`src/rtl/snn_pkg.sv`:
```
// Shared widths, constants and register codes for the smooth number core.
// No dependencies.
package snn_pkg;

    localparam int FACTOR_W  = 32;
    localparam int VALUE_W   = 64;
    localparam int INDEX_W   = 13;
    localparam int CFG_IDX_W = 2;
    localparam int LANES     = 3;

    localparam logic [VALUE_W-1:0] ALL_ONES = '1;

    typedef enum logic [CFG_IDX_W-1:0] {
        CFG_FACTOR_A = 2'd0,
        CFG_FACTOR_B = 2'd1,
        CFG_FACTOR_C = 2'd2
    } cfg_reg_t;

endpackage

```
`src/rtl/snn_mul.sv`:
```
// Shared 32x32 multiplier with a registered product.
// Depends on snn_pkg for operand widths.
module snn_mul
    import snn_pkg::*;
(
    input  logic                  clk,
    input  logic                  en,
    input  logic [FACTOR_W-1:0]   a,
    input  logic [FACTOR_W-1:0]   b,
    output logic [2*FACTOR_W-1:0] p
);

    logic [2*FACTOR_W-1:0] p_reg;

    always_ff @(posedge clk)
    begin
        if (en)
        begin
            p_reg <= (2*FACTOR_W)'(a) * (2*FACTOR_W)'(b);
        end
    end

    assign p = p_reg;

endmodule

```
`config.mk`:
```
export PLATFORM = sky130hd
export DESIGN_NAME = snn_mul
export DESIGN_NICKNAME = d
export VERILOG_FILES = /design/src/rtl/snn_pkg.sv /design/src/rtl/snn_mul.sv
export SDC_FILE = /design/constraint.sdc
export NUM_CORES = 2
export LEC_CHECK = 0
export BUFFER_PORTS_ARGS = -buffer_cell sky130_fd_sc_hd__buf_2
export CORE_ASPECT_RATIO = 1.4
export CORE_MARGIN = 2
export CORE_UTILIZATION = 30
export DETAILED_ROUTE_END_ITERATION = 10
export HOLD_SLACK_MARGIN = 0.12
export PLACE_DENSITY_LB_ADDON = 0.3
export SLEW_MARGIN = 10
export SYNTH_ARGS = -nofsm -noshare
export SYNTH_HDL_FRONTEND = slang
export SYNTH_SLANG_ARGS = --single-unit
```
`constraint.sdc`:
```
create_clock -name clk -period 9.3 [get_ports clk]
set_input_delay 1.86 -clock clk [delete_from_list [all_inputs] [get_ports clk]]
set_output_delay 1.86 -clock clk [all_outputs]
set_load 0.1 [all_outputs]
```
## Word-level counts from Yosys, hierarchy flattened

Index checks and enable logic that the tools add are counted.

- Bits in registers: 64
- Logic and storage cells: 2
- Memories: 0
- Bits in writable memories: 0
- Latch bits: 0
- ROM bits: 0

- Mux-type cells: 0
- Divide/modulo/power cells: 0
- Bitwise logic cells: 0
- Add/subtract/negate cells: 0
- Magnitude comparators: 0
- Shift operators: 0
- $mul: 1
- Reductions and logical operators: 0
- Eq/ne operators: 0

Operators by type and width:

| operator | count |
|---|---|
| $mul A32 B32 Y64 | 1 |

## Logic depth before layout (Yosys ltp)

- Depth in word-level cells: 1
- Gate-level depth with buffers: 29

## Least setup slack after synthesis

No wires, ideal clock.

- Kind: in2reg
- Start point: input a[25]
- End point: register p_reg[62] (netlist: p[62]), data pin
- Required time: 9.038 ns
- Library setup time: 0.262 ns
- Arrival time: 8.477 ns
- Path slack: 0.561 ns
- Cell stages on the path: 25
- Cells stage by stage: clkbuf_1 nand2_1 fa_1 inv_1 fa_1 inv_1 fa_1 inv_1 fa_1 fa_1 fa_1 fa_1 inv_1 fa_1 inv_1 ha_1 buf_2 nand4_1 or4_1 or3_1 a31oi_1 a31o_2 a211oi_1 o21ai_1 xor2_1

- Longest elaborated chain between the ends: 1

Ends and longest elaborated chain:

| element | RTL line | RTL |
|---|---|---|
| start: declaration | snn_mul.sv:8 | `input logic [FACTOR_W-1:0] a,` |
| $mul A32 B32 Y64 | snn_mul.sv:19 | `p_reg <= (2*FACTOR_W)'(a) * (2*FACTOR_W)'(b);` |
| end signal: assignment | snn_mul.sv:19 |  |
| end: declaration | snn_mul.sv:13 | `logic [2*FACTOR_W-1:0] p_reg;` |

No other way between the ends.
A chain may end at the register's enable or synchronous reset.

## Final worst setup path

- Start point: input b[13]
- End point: register p_reg[62] (netlist: p[62]), data pin

- Longest elaborated chain between the ends: 1

Ends and longest elaborated chain:

| element | RTL line | RTL |
|---|---|---|
| start: declaration | snn_mul.sv:9 | `input logic [FACTOR_W-1:0] b,` |
| $mul A32 B32 Y64 | snn_mul.sv:19 |  |

No other way between the ends.

==> key figures <==
Logic synthesis
  – Number of synthesized flops with an enable pin: between 60 and 70
  – Post-Syn Area: 35,300 sq um
  – Most common cell in the netlist: fa_1
  – Syn Nets: just under 5,000
  – Biggest area consumer among synthesized cells: fa_1
  – Syn Area/Cell: 9.42 sq um
  – Mapped Cells: 3,748
  – Synth cell types: 57
  – Main synth FF type: edfxtp_1
  – Flop and latch count out of synthesis: 64
  – Post-synthesis async set-or-reset flop share: 0%
  – Yosys top cell area share: ~51%
  – Synth area leaders: fa_1 (51%), and2_1 (11%), ha_1 (9.3%), inv_1 (9.2%), edfxtp_1 (5.4%)
  – Top cells by instance count after synthesis: fa_1 (896), inv_1 (865), and2_1 (602), nand2_1 (480), ha_1 (263)
  – Seq/Total Area, Yosys: 5.44%
  – Yosys warns: 0

Timing
  – Final worst path period need: about 9.0 ns
  – Fmax achieved: around 110 MHz
  – Slew HR: 44.9%
  – RSZ-0062 raised after global routing: no
  – Fin crit share: between 90% and 100%
  – Sum Neg Setup Slack: 0 ns
  – Setup violations, final: 0
  – Worst-margin pin slew: between 0.8 and 0.9 ns
  – Final Hold Viols: 0
  – Max-slew violation count: 0

Setup path
  – CP cell instances: buf_2 -> buf_4 -> nand2_1 -> fa_1 -> fa_1 -> fa_1 -> fa_1 -> inv_1 -> fa_1 -> fa_1 -> fa_1 -> inv_1 -> fa_1 -> inv_1 -> ha_1 -> nand2_1 -> or4_1 -> or3_1 -> a31oi_2 -> buf_4 -> a31o_2 -> a211oi_1 -> o21ai_1 -> xor2_1
  – Crit path to: p[62]$_DFFE_PP_
  – Worst Setup End Kind: flip-flop
  – Critical path class: in -> reg
  – CP max FO: 23
  – Worst Path Required: 9.41 ns
  – Crit path max-delay cell type: fa_1
  – CP Launch Type: input port
  – Slowest stage delay, CP: about 0.65 ns
  – WP depth: 24
  – CP delay by family, top: adder cells
  – CP arrival: 9.14 ns
  – Worst path bufs/invs: 6
  – Most used cell, CP: fa_1
  – Crit path launch: b[13]

GRT
  – Gr ovfl total: 0
  – Antenna violations before repair: 9
  – Largest net degree at the start of global routing: between 50 and 60
  – First-pass GRT wire length: about 160,000 um
  – Vias in the first global route: 28,300
  – GRT Util Overall: around 18%

Clock network
  – Clock tree root driver cell: clkbuf_16
  – Clock-pin slew on the worst setup and hold paths: 0.06 ns
  – CTS tree: built
  – H-tree depth: 3
  – Sinks on Clock Net: 64
  – CTS resizes: 0
  – Postcts setup bufs: 0
  – Max clock buf depth: 2
  – CTS Buf Count: 9
  – CTS Hold Bufs: 0

Floorplan
  – Die span in y: 410 um
  – Core area: roughly 120,000 sq um
  – Initial Utilization: a little under a third
  – Num rows: 148
  – Total Die Area: about 120,000 sq um
  – Die W: just under 300 um
  – IO Pins: 130

Detailed routing
  – Routed vias: approximately 25,000
  – Via/cell ratio: around 4.7
  – Routed length per placed instance: 19.2 um
  – Drt total wl: between 100,000 and 150,000 um
  – Drt drc: 0
  – Post-route ant nets: 0
  – First drt pass iteration count: 5
  – Iter 0 DRT Violations: around 1,100

Finish
  – Largest register FFs: 64
  – Fin area: ~39,000 sq um
  – Layout cells sized above 1: under 10%
  – Total Nets Final: between 5,000 and 6,000
  – Final core occ: between 30% and 40%
  – Diode count: 0
  – Synth-to-layout area growth: 9.95%

Place
  – Port-buffer cells: roughly 130
  – Gp weighted congestion: between 0.8 and 0.9
  – Placement-stage cell area: 38,500 sq um
  – DPL Wire Length: just over 90,000 um

Min path
  – Worst Hold Class: in -> reg

Run
  – Maxcap violations: 0

Outcome
  – Outcome: finished clean
-- layout by cell type, fill, tap and decap left out, types with 35 or more instances in the layout --
master / count
a21o_1: 40
a21oi_1: 63
and2_1: 602
buf_2: 125
buf_4: 175
edfxtp_1: 64
fa_1: 896
ha_1: 263
inv_1: 865
nand2_1: 480
xnor2_1: 35
-- cell families after synthesis --
kind of cell / after synthesis / synth area share [%]
xor gates and xnor gates: 60 / 1.49
AOI/OAI and AO/OA: 202 / 4.08
and+or+nand+nor: 1177 / 17.3
DFF: 64 / 5.44
adders and majority gates: 1159 / 60.1
buffers and inverters: 1085 / 11.6
muxes: 1 / 0.0283
-- stage by stage --
stage	hold WS, ns	instances	setup slack, ns
floorplan	1.97	3748	0.561
global placement	2.26	5342	-0.188
detailed placement	2.26	5342	-0.260
CTS	1.87	5358	0.120
global route	1.89	5358	0.00118
finish	1.89	5358	0.267
-- per-layer routing --
layer  track usage (%)  vias to the layer above  share of wire [%]
met5                 0                        -                  0
met4              5.95                        0                4.0
met1              18.9                    13300                 35
li1                  -                    11100                  -
met2              36.4                      441                 59
met3              1.06                      151                2.2
-- final cells by class --
cell class                      instances  area [sq um]
Multi-Input combinational cell       2599         29300
Timing Repair Buffer                  314          2160
Clock inverter                          7          77.6
Tap cell                             1500          1880
Sequential cell                        64          1920
Fill cell                           12100         77600
Inverter                              865          3250
Clock buffer                            9           225
-- worst min-delay path by stage --
stage               from              end  slack [ns]  cells past startpoint
finish                en  p[48]$_DFFE_PP_        1.89                      1
global route          en  p[54]$_DFFE_PP_        1.89                      1
CTS                   en  p[48]$_DFFE_PP_        1.87                      1
detailed placement    en  p[48]$_DFFE_PP_        2.26                      1
global placement      en  p[48]$_DFFE_PP_        2.26                      1
floorplan             en   p[0]$_DFFE_PP_        1.97                      0
Power is not shown: default switching activity piles up to over one toggle a cycle in this logic, so the estimate is an artifact.
